===== config.mk =====
export PLATFORM = sky130hd
export DESIGN_NAME = rfc5322_date_to_unix_us_top_flat
export DESIGN_NICKNAME = d
export VERILOG_FILES = /design/src/hw/rtl/rdu_pkg.sv /design/src/hw/rtl/rdu_if.sv /design/src/hw/rtl/rdu_ctrl.sv /design/src/hw/rtl/rdu_dp.sv /design/src/hw/rtl/rfc5322_date_to_unix_us_top.sv /design/src/flat_wrapper.sv
export SDC_FILE = /design/constraint.sdc
export NUM_CORES = 2
export LEC_CHECK = 0
export BUFFER_PORTS_ARGS = -buffer_cell sky130_fd_sc_hd__buf_2
export CAP_MARGIN = 20
export CORE_UTILIZATION = 60
export DETAILED_ROUTE_END_ITERATION = 12
export GPL_TIMING_DRIVEN = 0
export PLACE_DENSITY_LB_ADDON = 0.25
export SLEW_MARGIN = 20
export SYNTH_ARGS = -nofsm -noshare
export SYNTH_HDL_FRONTEND = slang
export SYNTH_SLANG_ARGS = --single-unit

===== constraint.sdc =====
create_clock -name clk_i -period 18.26 [get_ports clk_i]
set_input_delay 2.739 -clock clk_i [delete_from_list [all_inputs] [get_ports clk_i]]
set_output_delay 2.739 -clock clk_i [all_outputs]
set_load 0.005 [all_outputs]

===== src/hw/rtl/rdu_pkg.sv =====
package rdu_pkg;

  localparam int MAX_TOKEN_CHARS = 10;
  localparam int POS_W = $clog2(MAX_TOKEN_CHARS + 2);
  localparam int IDX_W = $clog2(MAX_TOKEN_CHARS);
  localparam int KEY_N = 9;
  localparam int KEY_W = 8 * KEY_N;

  localparam logic [7:0] CH_SPACE = 8'h20;
  localparam logic [7:0] CH_TAB   = 8'h09;
  localparam logic [7:0] CH_LF    = 8'h0a;
  localparam logic [7:0] CH_CR    = 8'h0d;
  localparam logic [7:0] CH_COMMA = 8'h2c;
  localparam logic [7:0] CH_COLON = 8'h3a;
  localparam logic [7:0] CH_PLUS  = 8'h2b;
  localparam logic [7:0] CH_MINUS = 8'h2d;

  localparam logic [2:0] ROLE_DAY   = 3'd0;
  localparam logic [2:0] ROLE_MONTH = 3'd1;
  localparam logic [2:0] ROLE_YEAR  = 3'd2;
  localparam logic [2:0] ROLE_TIME  = 3'd3;
  localparam logic [2:0] ROLE_ZONE  = 3'd4;
  localparam logic [2:0] ROLE_DONE  = 3'd5;
  localparam logic [2:0] TOK_SAT    = 3'd7;

  localparam logic [KEY_W-1:0] MONTH_W [12] = '{
    "jan", "feb", "mar", "apr", "may", "jun",
    "jul", "aug", "sep", "oct", "nov", "dec"
  };
  localparam logic [KEY_W-1:0] DAY_SHORT [7] = '{
    "mon", "tue", "wed", "thu", "fri", "sat", "sun"
  };
  localparam logic [KEY_W-1:0] DAY_LONG [7] = '{
    "monday", "tuesday", "wednesday", "thursday", "friday", "saturday", "sunday"
  };
  localparam logic [3:0] DAY_LEN [7] = '{4'd6, 4'd7, 4'd9, 4'd8, 4'd6, 4'd8, 4'd6};
  localparam logic [KEY_W-1:0] ZONE_GMT = "gmt";
  localparam logic [KEY_W-1:0] ZONE_UTC = "utc";
  localparam logic [KEY_W-1:0] ZONE_UT  = "ut";

  localparam logic [22:0] EPOCH_DAYS = 23'd719468;
  localparam logic signed [41:0] LAST_SECOND = 42'sd253402300799;

  typedef enum logic [2:0] {
    ST_IDLE, ST_FIN, ST_C1, ST_C2, ST_C3, ST_C4, ST_C5
  } rdu_state_e;

  typedef struct packed {
    logic accept;
    logic fin;
    logic c1;
    logic c2;
    logic c3;
    logic c4;
    logic load;
  } rdu_cmd_t;

  typedef struct packed {
    logic slot_free;
  } rdu_sts_t;

  function automatic logic [7:0] fold(input logic [7:0] c);
    return (c >= "A" && c <= "Z") ? c + 8'd32 : c;
  endfunction

  function automatic logic is_digit(input logic [7:0] c);
    return c >= "0" && c <= "9";
  endfunction

  // days from March 1 to the first of month m
  function automatic logic [8:0] month_off(input logic [3:0] m);
    logic [8:0] r;
    case (m)
      4'd3:  r = 9'd0;
      4'd4:  r = 9'd31;
      4'd5:  r = 9'd61;
      4'd6:  r = 9'd92;
      4'd7:  r = 9'd122;
      4'd8:  r = 9'd153;
      4'd9:  r = 9'd184;
      4'd10: r = 9'd214;
      4'd11: r = 9'd245;
      4'd12: r = 9'd275;
      4'd1:  r = 9'd306;
      4'd2:  r = 9'd337;
      default: r = 9'd0;
    endcase
    return r;
  endfunction

  function automatic logic [4:0] month_len(input logic [3:0] m, input logic leap);
    logic [4:0] r;
    case (m)
      4'd2: r = leap ? 5'd29 : 5'd28;
      4'd4, 4'd6, 4'd9, 4'd11: r = 5'd30;
      default: r = 5'd31;
    endcase
    return r;
  endfunction

  // 8 is 1 mod 7: fold octal digits
  function automatic logic [2:0] mod7(input logic [22:0] x);
    logic [5:0] s1;
    logic [3:0] s2;
    logic [3:0] s3;
    s1 = 6'(x[2:0]) + 6'(x[5:3]) + 6'(x[8:6]) + 6'(x[11:9]) + 6'(x[14:12]) +
         6'(x[17:15]) + 6'(x[20:18]) + 6'(x[22:21]);
    s2 = 4'(s1[5:3]) + 4'(s1[2:0]);
    s3 = 4'(s2[3]) + 4'(s2[2:0]);
    if (s3 >= 4'd7) s3 = s3 - 4'd7;
    return s3[2:0];
  endfunction

endpackage


===== src/hw/rtl/rdu_if.sv =====
interface rdu_in_if;
  logic       valid;
  logic       ready;
  logic [7:0] char_byte;
  logic       last_byte;
  modport source(output valid, output char_byte, output last_byte, input ready);
  modport sink(input valid, input char_byte, input last_byte, output ready);
endinterface

interface rdu_out_if;
  logic               valid;
  logic               ready;
  logic               valid_res;
  logic signed [58:0] unix_us;
  modport source(output valid, output valid_res, output unix_us, input ready);
  modport sink(input valid, input valid_res, input unix_us, output ready);
endinterface


===== src/hw/rtl/rdu_ctrl.sv =====
module rdu_ctrl
  import rdu_pkg::*;
(
  input  logic     clk_i,
  input  logic     rst_ni,
  input  logic     in_valid_i,
  input  logic     in_last_i,
  output logic     in_ready_o,
  input  rdu_sts_t sts_i,
  output rdu_cmd_t cmd_o
);

  rdu_state_e state_q, state_d;

  always_ff @(posedge clk_i or negedge rst_ni) begin
    if (!rst_ni) begin
      state_q <= ST_IDLE;
    end else begin
      state_q <= state_d;
    end
  end

  always_comb begin
    state_d = state_q;
    case (state_q)
      ST_IDLE: begin
        if (in_valid_i && in_last_i) state_d = ST_FIN;
      end
      ST_FIN: state_d = ST_C1;
      ST_C1:  state_d = ST_C2;
      ST_C2:  state_d = ST_C3;
      ST_C3:  state_d = ST_C4;
      ST_C4:  state_d = ST_C5;
      ST_C5: begin
        if (sts_i.slot_free) state_d = ST_IDLE;
      end
      default: state_d = ST_IDLE;
    endcase
  end

  always_comb begin
    cmd_o      = '0;
    in_ready_o = 1'b0;
    case (state_q)
      ST_IDLE: begin
        in_ready_o   = 1'b1;
        cmd_o.accept = in_valid_i;
      end
      ST_FIN: cmd_o.fin = 1'b1;
      ST_C1:  cmd_o.c1 = 1'b1;
      ST_C2:  cmd_o.c2 = 1'b1;
      ST_C3:  cmd_o.c3 = 1'b1;
      ST_C4:  cmd_o.c4 = 1'b1;
      ST_C5:  cmd_o.load = sts_i.slot_free;
      default: cmd_o = '0;
    endcase
  end

  a_hold_result: assert property (@(posedge clk_i) disable iff (!rst_ni)
    (state_q == ST_C5 && !sts_i.slot_free) |=> state_q == ST_C5)
    else $error("result step left without a free slot");
  a_last_starts: assert property (@(posedge clk_i) disable iff (!rst_ni)
    (cmd_o.accept && in_last_i) |=> state_q == ST_FIN)
    else $error("last item did not start the finish step");
  a_no_take_busy: assert property (@(posedge clk_i) disable iff (!rst_ni)
    (state_q != ST_IDLE) |-> !cmd_o.accept)
    else $error("item taken while converting");

endmodule


===== src/hw/rtl/rdu_dp.sv =====
module rdu_dp
  import rdu_pkg::*;
(
  input  logic               clk_i,
  input  logic               rst_ni,
  input  rdu_cmd_t           cmd_i,
  output rdu_sts_t           sts_o,
  input  logic [7:0]         char_i,
  input  logic               out_ready_i,
  output logic               out_valid_o,
  output logic               valid_res_o,
  output logic signed [58:0] unix_us_o
);

  // token scanner state
  logic [2:0]       tok_q, tok_d;
  logic [POS_W-1:0] pos_q, pos_d;
  logic             in_tok_q, in_tok_d;
  logic             stray_q, stray_d;
  logic             failed_q, failed_d;
  logic             wd_seen_q, wd_seen_d;
  logic [7:0]       chars_q [MAX_TOKEN_CHARS];
  logic [7:0]       last_char_q;
  logic             buf_we;
  logic [IDX_W-1:0] buf_idx;
  logic [POS_W-1:0] pos_eff;

  // parsed fields
  logic [2:0]  wd_num_q;
  logic [6:0]  day_q;
  logic [3:0]  mon_q;
  logic [13:0] year_q;
  logic [4:0]  hr_q;
  logic [5:0]  min_q;
  logic [5:0]  sec_q;
  logic [10:0] zmin_q;
  logic        zneg_q;

  // conversion pipeline
  logic [13:0]        ye_q;
  logic [6:0]         qe_q;
  logic [9:0]         doy_q;
  logic               date_ok_q;
  logic [22:0]        dnum_q;
  logic signed [23:0] days_q;
  logic signed [18:0] tod_q;
  logic               wd_ok_q;
  logic signed [41:0] secs_q;
  logic               out_valid_q;
  logic               res_ok_q;
  logic signed [58:0] us_q;

  // token evaluation
  logic [7:0]       f [MAX_TOKEN_CHARS];
  logic             dg [8];
  logic [3:0]       dv [8];
  logic [KEY_W-1:0] key_a, key_b;
  logic [POS_W-1:0] len_m1;
  logic [2:0]       role;
  logic             tok_ok, is_wd;
  logic             set_day, set_mon, set_year, set_time, set_zone, set_wd;
  logic [6:0]       day_v;
  logic [3:0]       mon_v;
  logic [13:0]      yr2, yr3, yr4, year_v;
  logic [6:0]       th, tm, ts, zh, zm;
  logic [2:0]       wd_v;
  logic             wd_hit, mon_hit, time_ok, zone_ok, year_ok;

  logic is_ws, is_ows, finish;

  always_comb begin
    for (int i = 0; i < MAX_TOKEN_CHARS; i++) f[i] = fold(chars_q[i]);
    for (int i = 0; i < 8; i++) begin
      dg[i] = is_digit(chars_q[i]);
      dv[i] = chars_q[i][3:0];
    end
    len_m1 = pos_q - POS_W'(1);
    key_a  = '0;
    key_b  = '0;
    for (int i = 0; i < KEY_N; i++) begin
      if (POS_W'(i) < pos_q)  key_a = {key_a[KEY_W-9:0], f[i]};
      if (POS_W'(i) < len_m1) key_b = {key_b[KEY_W-9:0], f[i]};
    end
  end

  always_comb begin
    role     = tok_q - 3'(wd_seen_q);
    is_wd    = (tok_q == 3'd0) && (last_char_q == CH_COMMA);
    tok_ok   = 1'b0;
    set_day  = 1'b0;
    set_mon  = 1'b0;
    set_year = 1'b0;
    set_time = 1'b0;
    set_zone = 1'b0;
    set_wd   = 1'b0;

    wd_hit = 1'b0;
    wd_v   = 3'd0;
    for (int i = 0; i < 7; i++) begin
      if ((len_m1 == POS_W'(3) && key_b == DAY_SHORT[i]) ||
          (len_m1 == POS_W'(DAY_LEN[i]) && key_b == DAY_LONG[i])) begin
        wd_hit = 1'b1;
        wd_v   = 3'(i + 1);
      end
    end
    mon_hit = 1'b0;
    mon_v   = 4'd0;
    for (int i = 0; i < 12; i++) begin
      if (pos_q == POS_W'(3) && key_a == MONTH_W[i]) begin
        mon_hit = 1'b1;
        mon_v   = 4'(i + 1);
      end
    end

    day_v = (pos_q == POS_W'(1)) ? 7'(dv[0]) : 7'(dv[0]) * 7'd10 + 7'(dv[1]);
    yr2   = 14'(dv[0]) * 14'd10 + 14'(dv[1]);
    yr3   = yr2 * 14'd10 + 14'(dv[2]);
    yr4   = yr3 * 14'd10 + 14'(dv[3]);
    year_v  = yr4;
    year_ok = 1'b0;
    if (pos_q == POS_W'(2) && dg[0] && dg[1]) begin
      year_ok = 1'b1;
      year_v  = yr2 + ((yr2 >= 14'd50) ? 14'd1900 : 14'd2000);
    end else if (pos_q == POS_W'(3) && dg[0] && dg[1] && dg[2]) begin
      year_ok = 1'b1;
      year_v  = yr3 + 14'd1900;
    end else if (pos_q == POS_W'(4) && dg[0] && dg[1] && dg[2] && dg[3]) begin
      year_ok = yr4 >= 14'd1900;
      year_v  = yr4;
    end

    th = 7'(dv[0]) * 7'd10 + 7'(dv[1]);
    tm = 7'(dv[3]) * 7'd10 + 7'(dv[4]);
    ts = (pos_q == POS_W'(8)) ? 7'(dv[6]) * 7'd10 + 7'(dv[7]) : 7'd0;
    time_ok = (pos_q == POS_W'(5) || pos_q == POS_W'(8)) && chars_q[2] == CH_COLON &&
              dg[0] && dg[1] && dg[3] && dg[4] &&
              (pos_q == POS_W'(5) || (chars_q[5] == CH_COLON && dg[6] && dg[7])) &&
              th <= 7'd23 && tm <= 7'd59 && ts <= 7'd59;

    zh = 7'(dv[1]) * 7'd10 + 7'(dv[2]);
    zm = 7'(dv[3]) * 7'd10 + 7'(dv[4]);
    zone_ok = pos_q == POS_W'(5) && (chars_q[0] == CH_PLUS || chars_q[0] == CH_MINUS) &&
              dg[1] && dg[2] && dg[3] && dg[4] && zh <= 7'd23 && zm <= 7'd59;

    if (pos_q > POS_W'(MAX_TOKEN_CHARS)) begin
      tok_ok = 1'b0;
      is_wd  = 1'b0;
    end else if (is_wd) begin
      tok_ok = (pos_q > POS_W'(1)) && wd_hit;
      set_wd = 1'b1;
    end else begin
      case (role)
        ROLE_DAY: begin
          tok_ok  = (pos_q == POS_W'(1) && dg[0]) || (pos_q == POS_W'(2) && dg[0] && dg[1]);
          set_day = 1'b1;
        end
        ROLE_MONTH: begin
          tok_ok  = mon_hit;
          set_mon = 1'b1;
        end
        ROLE_YEAR: begin
          tok_ok   = year_ok;
          set_year = 1'b1;
        end
        ROLE_TIME: begin
          tok_ok   = time_ok;
          set_time = 1'b1;
        end
        ROLE_ZONE: begin
          tok_ok   = zone_ok || (pos_q == POS_W'(3) && (key_a == ZONE_GMT || key_a == ZONE_UTC))
                     || (pos_q == POS_W'(2) && key_a == ZONE_UT);
          set_zone = 1'b1;
        end
        default: tok_ok = 1'b0;
      endcase
    end
  end

  always_comb begin
    is_ws   = char_i == CH_SPACE || char_i == CH_TAB;
    is_ows  = char_i >= CH_LF && char_i <= CH_CR;
    finish  = in_tok_q && ((cmd_i.accept && (is_ws || is_ows)) || cmd_i.fin);
    pos_eff = in_tok_q ? pos_q : '0;
    buf_we  = 1'b0;
    buf_idx = pos_eff[IDX_W-1:0];

    tok_d     = tok_q;
    pos_d     = pos_q;
    in_tok_d  = in_tok_q;
    stray_d   = stray_q;
    failed_d  = failed_q;
    wd_seen_d = wd_seen_q;

    if (finish) begin
      in_tok_d = 1'b0;
      if (tok_q != TOK_SAT) tok_d = tok_q + 3'd1;
      if (!tok_ok) failed_d = 1'b1;
      if (is_wd) wd_seen_d = 1'b1;
    end
    if (cmd_i.accept && is_ows && (in_tok_q || tok_q != 3'd0)) stray_d = 1'b1;
    if (cmd_i.accept && !is_ws && !is_ows) begin
      if (stray_q) failed_d = 1'b1;
      in_tok_d = 1'b1;
      buf_we   = pos_eff < POS_W'(MAX_TOKEN_CHARS);
      pos_d    = (pos_eff <= POS_W'(MAX_TOKEN_CHARS)) ? pos_eff + POS_W'(1) : pos_eff;
    end
    // start the next string from scratch
    if (cmd_i.load) begin
      tok_d     = '0;
      pos_d     = '0;
      in_tok_d  = 1'b0;
      stray_d   = 1'b0;
      failed_d  = 1'b0;
      wd_seen_d = 1'b0;
    end
  end

  always_ff @(posedge clk_i or negedge rst_ni) begin
    if (!rst_ni) begin
      tok_q     <= '0;
      pos_q     <= '0;
      in_tok_q  <= 1'b0;
      stray_q   <= 1'b0;
      failed_q  <= 1'b0;
      wd_seen_q <= 1'b0;
    end else begin
      tok_q     <= tok_d;
      pos_q     <= pos_d;
      in_tok_q  <= in_tok_d;
      stray_q   <= stray_d;
      failed_q  <= failed_d;
      wd_seen_q <= wd_seen_d;
    end
  end

  always_ff @(posedge clk_i) begin
    if (buf_we) begin
      chars_q[buf_idx] <= char_i;
      last_char_q      <= char_i;
    end
    if (finish) begin
      if (set_wd)   wd_num_q <= wd_v;
      if (set_day)  day_q    <= day_v;
      if (set_mon)  mon_q    <= mon_v;
      if (set_year) year_q   <= year_v;
      if (set_time) begin
        hr_q  <= th[4:0];
        min_q <= tm[5:0];
        sec_q <= ts[5:0];
      end
      if (set_zone) begin
        zmin_q <= zone_ok ? 11'(zh) * 11'd60 + 11'(zm) : 11'd0;
        zneg_q <= zone_ok && chars_q[0] == CH_MINUS;
      end
    end
  end

  // calendar conversion
  logic [13:0] ye_c;
  logic [26:0] pe, py;
  logic [6:0]  qy;
  logic [13:0] ry;
  logic        leap;
  logic [23:0] dsum;
  logic [2:0]  wd_calc;
  logic [18:0] tod_base, tod_zone;
  logic signed [34:0] dmul;
  logic signed [55:0] umul;

  always_comb begin
    ye_c     = year_q - ((mon_q <= 4'd2) ? 14'd1 : 14'd0);
    pe       = 27'(ye_c) * 27'd5243;
    py       = 27'(year_q) * 27'd5243;
    qy       = py[25:19];
    ry       = year_q - 14'(qy) * 14'd100;
    leap     = (year_q[1:0] == 2'd0 && ry != 14'd0) || (ry == 14'd0 && qy[1:0] == 2'd0);
    dsum     = 24'(ye_q) * 24'd365 + 24'(ye_q[13:2]) - 24'(qe_q) + 24'(qe_q[6:2])
               + 24'(doy_q);
    wd_calc  = mod7(dnum_q + 23'd2) + 3'd1;
    tod_base = 19'(hr_q) * 19'd3600 + 19'(min_q) * 19'd60 + 19'(sec_q);
    tod_zone = 19'(zmin_q) * 19'd60;
    dmul     = 35'(days_q) * 35'sd675;
    umul     = 56'(secs_q) * 56'sd15625;
  end

  always_ff @(posedge clk_i) begin
    if (cmd_i.c1) begin
      ye_q      <= ye_c;
      qe_q      <= pe[25:19];
      doy_q     <= 10'(month_off(mon_q)) + 10'(day_q) - 10'd1;
      date_ok_q <= mon_q >= 4'd1 && mon_q <= 4'd12 && day_q >= 7'd1 &&
                   day_q <= 7'(month_len(mon_q, leap));
    end
    if (cmd_i.c2) dnum_q <= dsum[22:0];
    if (cmd_i.c3) begin
      days_q  <= $signed(24'(dnum_q) - 24'(EPOCH_DAYS));
      tod_q   <= $signed(zneg_q ? tod_base + tod_zone : tod_base - tod_zone);
      wd_ok_q <= !wd_seen_q || wd_calc == wd_num_q;
    end
    if (cmd_i.c4) secs_q <= (42'(dmul) <<< 7) + 42'(tod_q);
  end

  logic res_ok;
  assign res_ok = !failed_q && (tok_q - 3'(wd_seen_q)) == ROLE_DONE && date_ok_q &&
                  wd_ok_q && secs_q <= LAST_SECOND;

  always_ff @(posedge clk_i or negedge rst_ni) begin
    if (!rst_ni) begin
      out_valid_q <= 1'b0;
    end else if (cmd_i.load) begin
      out_valid_q <= 1'b1;
    end else if (out_ready_i) begin
      out_valid_q <= 1'b0;
    end
  end

  always_ff @(posedge clk_i) begin
    if (cmd_i.load) begin
      res_ok_q <= res_ok;
      us_q     <= res_ok ? $signed({umul[52:0], 6'b0}) : '0;
    end
  end

  assign sts_o.slot_free = !out_valid_q || out_ready_i;
  assign out_valid_o     = out_valid_q;
  assign valid_res_o     = res_ok_q;
  assign unix_us_o       = us_q;

  a_zero_bad: assert property (@(posedge clk_i) disable iff (!rst_ni)
    (out_valid_q && !res_ok_q) |-> us_q == '0)
    else $error("invalid result carries a time");
  a_tok_len: assert property (@(posedge clk_i) disable iff (!rst_ni)
    in_tok_q |-> pos_q != '0)
    else $error("open token with no bytes");
  a_load_free: assert property (@(posedge clk_i) disable iff (!rst_ni)
    cmd_i.load |-> (!out_valid_q || out_ready_i))
    else $error("result overwritten before it was taken");
  a_clean_start: assert property (@(posedge clk_i) disable iff (!rst_ni)
    cmd_i.load |=> (tok_q == '0 && !in_tok_q && !failed_q))
    else $error("scanner not cleared after a string");

endmodule


===== src/hw/rtl/rfc5322_date_to_unix_us_top.sv =====
// Channel  Dir  Payload                        Handshake
// in_i     in   char_byte[7:0], last_byte      valid/ready
// out_o    out  valid_res, unix_us[58:0] sgn   valid/ready
//
// Bytes are taken one per cycle while a string is being scanned.
// After the last byte come the finish step, the four-step calendar conversion
// and the load step; the result is registered at the end of them and input
// ready is low throughout. A result still waiting on out_o.ready stretches
// the load step until it is taken.
// A registered result waits for out_o.ready while the next string streams in.
// Reset (rst_ni low, asynchronous) clears the scanner and drops any result.
module rfc5322_date_to_unix_us_top
  import rdu_pkg::*;
(
  input logic       clk_i,
  input logic       rst_ni,
  rdu_in_if.sink    in_i,
  rdu_out_if.source out_o
);

  rdu_cmd_t cmd;
  rdu_sts_t sts;

  rdu_ctrl u_ctrl (
    .clk_i      (clk_i),
    .rst_ni     (rst_ni),
    .in_valid_i (in_i.valid),
    .in_last_i  (in_i.last_byte),
    .in_ready_o (in_i.ready),
    .sts_i      (sts),
    .cmd_o      (cmd)
  );

  rdu_dp u_dp (
    .clk_i       (clk_i),
    .rst_ni      (rst_ni),
    .cmd_i       (cmd),
    .sts_o       (sts),
    .char_i      (in_i.char_byte),
    .out_ready_i (out_o.ready),
    .out_valid_o (out_o.valid),
    .valid_res_o (out_o.valid_res),
    .unix_us_o   (out_o.unix_us)
  );

endmodule

===== src/flat_wrapper.sv =====
// flat-port wrapper written by rule: the top's interface ports become plain ports
module rfc5322_date_to_unix_us_top_flat import rdu_pkg::*;
  (clk_i, rst_ni, in_i_valid, in_i_char_byte, in_i_last_byte, in_i_ready, out_o_valid, out_o_valid_res, out_o_unix_us, out_o_ready);
  rdu_in_if in_i_i ();
  rdu_out_if out_o_i ();
  input logic clk_i;
  input logic rst_ni;
  input wire logic [$bits(in_i_i.valid)-1:0] in_i_valid;
  input wire logic [$bits(in_i_i.char_byte)-1:0] in_i_char_byte;
  input wire logic [$bits(in_i_i.last_byte)-1:0] in_i_last_byte;
  output wire logic [$bits(in_i_i.ready)-1:0] in_i_ready;
  output wire logic [$bits(out_o_i.valid)-1:0] out_o_valid;
  output wire logic [$bits(out_o_i.valid_res)-1:0] out_o_valid_res;
  output wire logic [$bits(out_o_i.unix_us)-1:0] out_o_unix_us;
  input wire logic [$bits(out_o_i.ready)-1:0] out_o_ready;
  assign in_i_i.valid = in_i_valid;
  assign in_i_i.char_byte = in_i_char_byte;
  assign in_i_i.last_byte = in_i_last_byte;
  assign in_i_ready = in_i_i.ready;
  assign out_o_valid = out_o_i.valid;
  assign out_o_valid_res = out_o_i.valid_res;
  assign out_o_unix_us = out_o_i.unix_us;
  assign out_o_i.ready = out_o_ready;
  rfc5322_date_to_unix_us_top u_core (.clk_i(clk_i), .rst_ni(rst_ni), .in_i(in_i_i), .out_o(out_o_i));
endmodule

==> results.json <==
{
  "clk_transition_reported_paths_ns": 0.06,
  "whs_ns": 0.4183,
  "fillCellCount": 7745,
  "hold_viol": 0,
  "seq_area_frac_synth": 0.1802,
  "layout.nets": 7826,
  "synthCells": 6149,
  "cts_post_setup_buffers_inserted": 0,
  "area.sequential_sq_mm": 0.01034,
  "deepest_level_of_the_cts_h_tree": 2,
  "cts-root-to-sink-buffers": 3,
  "r2r_start": "u_core.u_dp.year_q[4]",
  "cts_tree": "built",
  "outcome": "finished clean",
  "final_design_area_excluding_fillers_sq_mm": 0.06098,
  "routed_wl_mm": 181.2,
  "gr-total-overflow": 0,
  "vias_in_the_first_global_route": 48416,
  "slew_headroom": 0.1489,
  "place.port_buffers": 68,
  "crit_path_top_delay_cell": "sky130_fd_sc_hd__o31ai_1",
  "crit_required_ns": 18.62,
  "finalWorstPathRequiredPeriod_ns": 11.00,
  "first_pass_iters": 6,
  "timing.clock.skew_ns": 0.04342,
  "syn_area_sq_mm": 0.05741,
  "drv_slew": 0,
  "antenna_found_initial": 9,
  "crit_path_max_fanout": 8,
  "fp.dieArea_sq_mm": 0.09693,
  "share_of_synthesized_flip_flops_with_an_asynchronous_set_or_reset": 0.04323,
  "drive_gt1_frac": 0.05225,
  "vias_per_cell": 6.246,
  "ports": 75,
  "drt_iter0_drc": 3762,
  "number_of_flops_mapped_to_enable_cells_by_yosys": 332,
  "critPathArrivalTime_ns": 11.35,
  "worst_r2r_path_depth": 44,
  "clkLatencyLatePin_ns": 0.63,
  "finalCritPeriodShare": 0.6022,
  "crit_path_max_incr_delay_ns": 0.73,
  "design.core.area_sq_mm": 0.09487,
  "area_of_the_multi_input_gates_sq_mm": 0.04253,
  "worst-slew-pin-transition_ns": 1.277,
  "cell_area_after_placement_sq_mm": 0.05958,
  "cts-hold-fix-buffers": 0,
  "r2r_setup_slack_ns": 7.26,
  "drt.antenna.violating_nets": 0,
  "synth_seq_cells": 347,
  "pin_count_of_the_biggest_net_entering_global_routing": 45,
  "worstSetupStartpointType": "register",
  "starting_density": 0.6052,
  "avgRoutedWirePerCell_um": 23.90,
  "critPathCaptureType": "register",
  "maxCapViolations": 0,
  "clkSinkCount": 347,
  "detailedPlacementHpwl_mm": 150.3,
  "post_cts.resized_instances": 0,
  "drcViolationCount": 0,
  "setup_total_negative_slack_ns": 0,
  "core.rowCount": 113,
  "synthDistinctLibCells": 119,
  "vias": 47362,
  "syn_area_per_cell_sq_um": 9.337,
  "regToRegEndpoint": "u_core.u_dp.date_ok_q",
  "synthFlopType": "sky130_fd_sc_hd__edfxtp_1",
  "min-delay-path-class": "register to register",
  "layout_commonest_cell": "sky130_fd_sc_hd__inv_1",
  "floorplan.die.height_um": 311.3,
  "all_layer_gr_usage": 0.3727,
  "startpoint": "u_core.u_dp.year_q[4]",
  "worst-setup-path-type": "register to register",
  "ys.warnings.count": 0,
  "setup_viol_count_final": 0,
  "cp_common_cell": "sky130_fd_sc_hd__ha_1",
  "die_width_um": 311.3,
  "grt_setup_unrepaired": "false",
  "gp_congestion": 1.066,
  "clock-root-buffer": "sky130_fd_sc_hd__clkbuf_16",
  "synthToLayoutAreaGrowth_pct": 6.209,
  "first_pass_grt_wire_length_mm": 277.0,
  "fmax_ghz": 0.09094,
  "cts_made_buffers": 42,
  "mostFrequentLayoutCells": "sky130_fd_sc_hd__inv_1, sky130_fd_sc_hd__ha_1, sky130_fd_sc_hd__fa_1",
  "worst_setup_path_endpoint": "u_core.u_dp.date_ok_q"
}
[per-layer routing]
layer | share of wire | up-vias | wire length (um) | global-route usage
li1 | - | 21630 | - | -
met1 | 0.38 | 23018 | 69440 | 0.4529
met2 | 0.47 | 2121 | 84640 | 0.6196
met3 | 0.079 | 587 | 14370 | 0.06356
met4 | 0.070 | 6 | 12720 | 0.2256
met5 | 0.00020 | - | 36 | 0
[sequential cells by signal, summed over array words and instances (netlist names), 3 cells and up]
register / count
u_core.u_dp.year_q: 14
u_core.u_dp.tok_q: 3
u_core.u_dp.zmin_q: 11
u_core.u_ctrl.state_q: 3
u_core.u_dp.doy_q: 10
u_core.u_dp.min_q: 6
u_core.u_dp.secs_q: 42
u_core.u_dp.pos_q: 4
u_core.u_dp.sec_q: 6
u_core.u_dp.day_q: 7
u_core.u_dp.hr_q: 5
u_core.u_dp.tod_q: 19
u_core.u_dp.qe_q: 7
u_core.u_dp.ye_q: 14
u_core.u_dp.dnum_q: 23
u_core.u_dp.days_q: 24
u_core.u_dp.last_char_q: 8
u_core.u_dp.mon_q: 4
u_core.u_dp.unix_us_o: 53
u_core.u_dp.chars_q: 72
u_core.u_dp.wd_num_q: 3
[kinds of logic (layout without fill, tap and decap cells)]
group                      count (synthesis)  in the layout  share of synthesized area
other                                      1              8                 0.00006532
muxes                                     38             38                   0.007105
xor gates and xnor gates                 352            352                    0.05370
buffers and inverters                   1203           1365                    0.08114
DFF                                      347            347                     0.1802
AOI/OAI and AO/OA                       1259           1259                     0.1477
adders and majority gates               1530           1530                     0.4052
and+or+nand+nor                         1419           1419                     0.1248
[worst min-delay path by stage]
stage | startpoint | end | slack, ns | depth (start not counted)
final | u_core.u_dp.tod_q[3] | u_core.u_dp.secs_q[3] | 0.42 | 0
after CTS | u_core.u_dp.tod_q[3] | u_core.u_dp.secs_q[3] | 0.42 | 0
after global routing | u_core.u_dp.tod_q[3] | u_core.u_dp.secs_q[3] | 0.42 | 0
after detailed placement | u_core.u_dp.tod_q[0] | u_core.u_dp.secs_q[0] | 0.41 | 0
after floorplan | u_core.u_dp.tod_q[0] | u_core.u_dp.secs_q[0] | 0.40 | 0
after global placement | u_core.u_dp.tod_q[5] | u_core.u_dp.secs_q[5] | 0.40 | 0
[synth_stat cells, types with 19 or more instances]
cell type,n,area [sq um]
sky130_fd_sc_hd__inv_1,1016,3814
sky130_fd_sc_hd__ha_1,981,12270
sky130_fd_sc_hd__fa_1,549,10990
sky130_fd_sc_hd__nor2_1,377,1415
sky130_fd_sc_hd__edfxtp_1,332,9970
sky130_fd_sc_hd__a21oi_1,309,1546
sky130_fd_sc_hd__nand2_1,300,1126
sky130_fd_sc_hd__xnor2_1,234,2049
sky130_fd_sc_hd__o21ai_0,221,1106
sky130_fd_sc_hd__nor3_1,136,680.7
sky130_fd_sc_hd__nand3_1,125,625.6
sky130_fd_sc_hd__xor2_1,118,1033
sky130_fd_sc_hd__clkbuf_1,103,386.6
sky130_fd_sc_hd__a21o_1,97,728.2
sky130_fd_sc_hd__nand2b_1,57,356.6
sky130_fd_sc_hd__nor2b_1,56,350.3
sky130_fd_sc_hd__a211oi_1,55,412.9
sky130_fd_sc_hd__and2_1,51,319.1
sky130_fd_sc_hd__a31oi_1,50,312.8
sky130_fd_sc_hd__nand4_1,50,312.8
sky130_fd_sc_hd__and3_1,43,269.0
sky130_fd_sc_hd__o211ai_1,42,315.3
sky130_fd_sc_hd__o21bai_1,42,315.3
sky130_fd_sc_hd__buf_2,41,205.2
sky130_fd_sc_hd__nor4_1,41,256.5
sky130_fd_sc_hd__o21a_1,41,307.8
sky130_fd_sc_hd__a22oi_1,40,300.3
sky130_fd_sc_hd__o22ai_1,40,250.2
sky130_fd_sc_hd__a221oi_1,34,297.8
sky130_fd_sc_hd__o31ai_1,33,247.7
sky130_fd_sc_hd__or3_1,31,193.9
sky130_fd_sc_hd__o221ai_1,29,254.0
sky130_fd_sc_hd__or2_2,26,162.7
sky130_fd_sc_hd__mux2i_1,25,250.2
sky130_fd_sc_hd__a21boi_0,20,150.1
sky130_fd_sc_hd__buf_1,19,71.32
sky130_fd_sc_hd__nand3b_1,19,142.6
[layout make-up]
type                       count  share of cell area
timing repair buffer          85            0.008167
tap                         1265             0.02596
antenna                        2          0.00008208
clock inverter                31            0.004802
clock buffer                  46             0.01748
buffer                       185             0.01373
inverter                    1018             0.06269
sequential                   347              0.1697
multi-input combinational   4604              0.6974
[worst max-delay path: cells and delay by family (launching register included)]
family,cells,cell delay (ns)
and+or+nand+nor,6,0.95
xor gates and xnor gates,2,0.39
DFF,1,0.62
buffers and inverters,6,0.28
AOI/OAI and AO/OA,17,4.02
muxes,1,0.13
adders and majority gates,12,4.28
[stage by stage]
stage	std cells	util	setup slack, ns
2_1_floorplan	6154	-	9.023
3_3_place_gp	7487	0.6256	7.611
3_5_place_dp	7502	0.6280	7.396
4_1_cts	7579	0.6423	7.332
5_1_grt	7581	0.6427	6.680
6_report	7583	0.6427	7.263
Power is left out: the tool's default activity adds up to more than one toggle a clock period on the data nets, which glitch-free logic cannot reach.
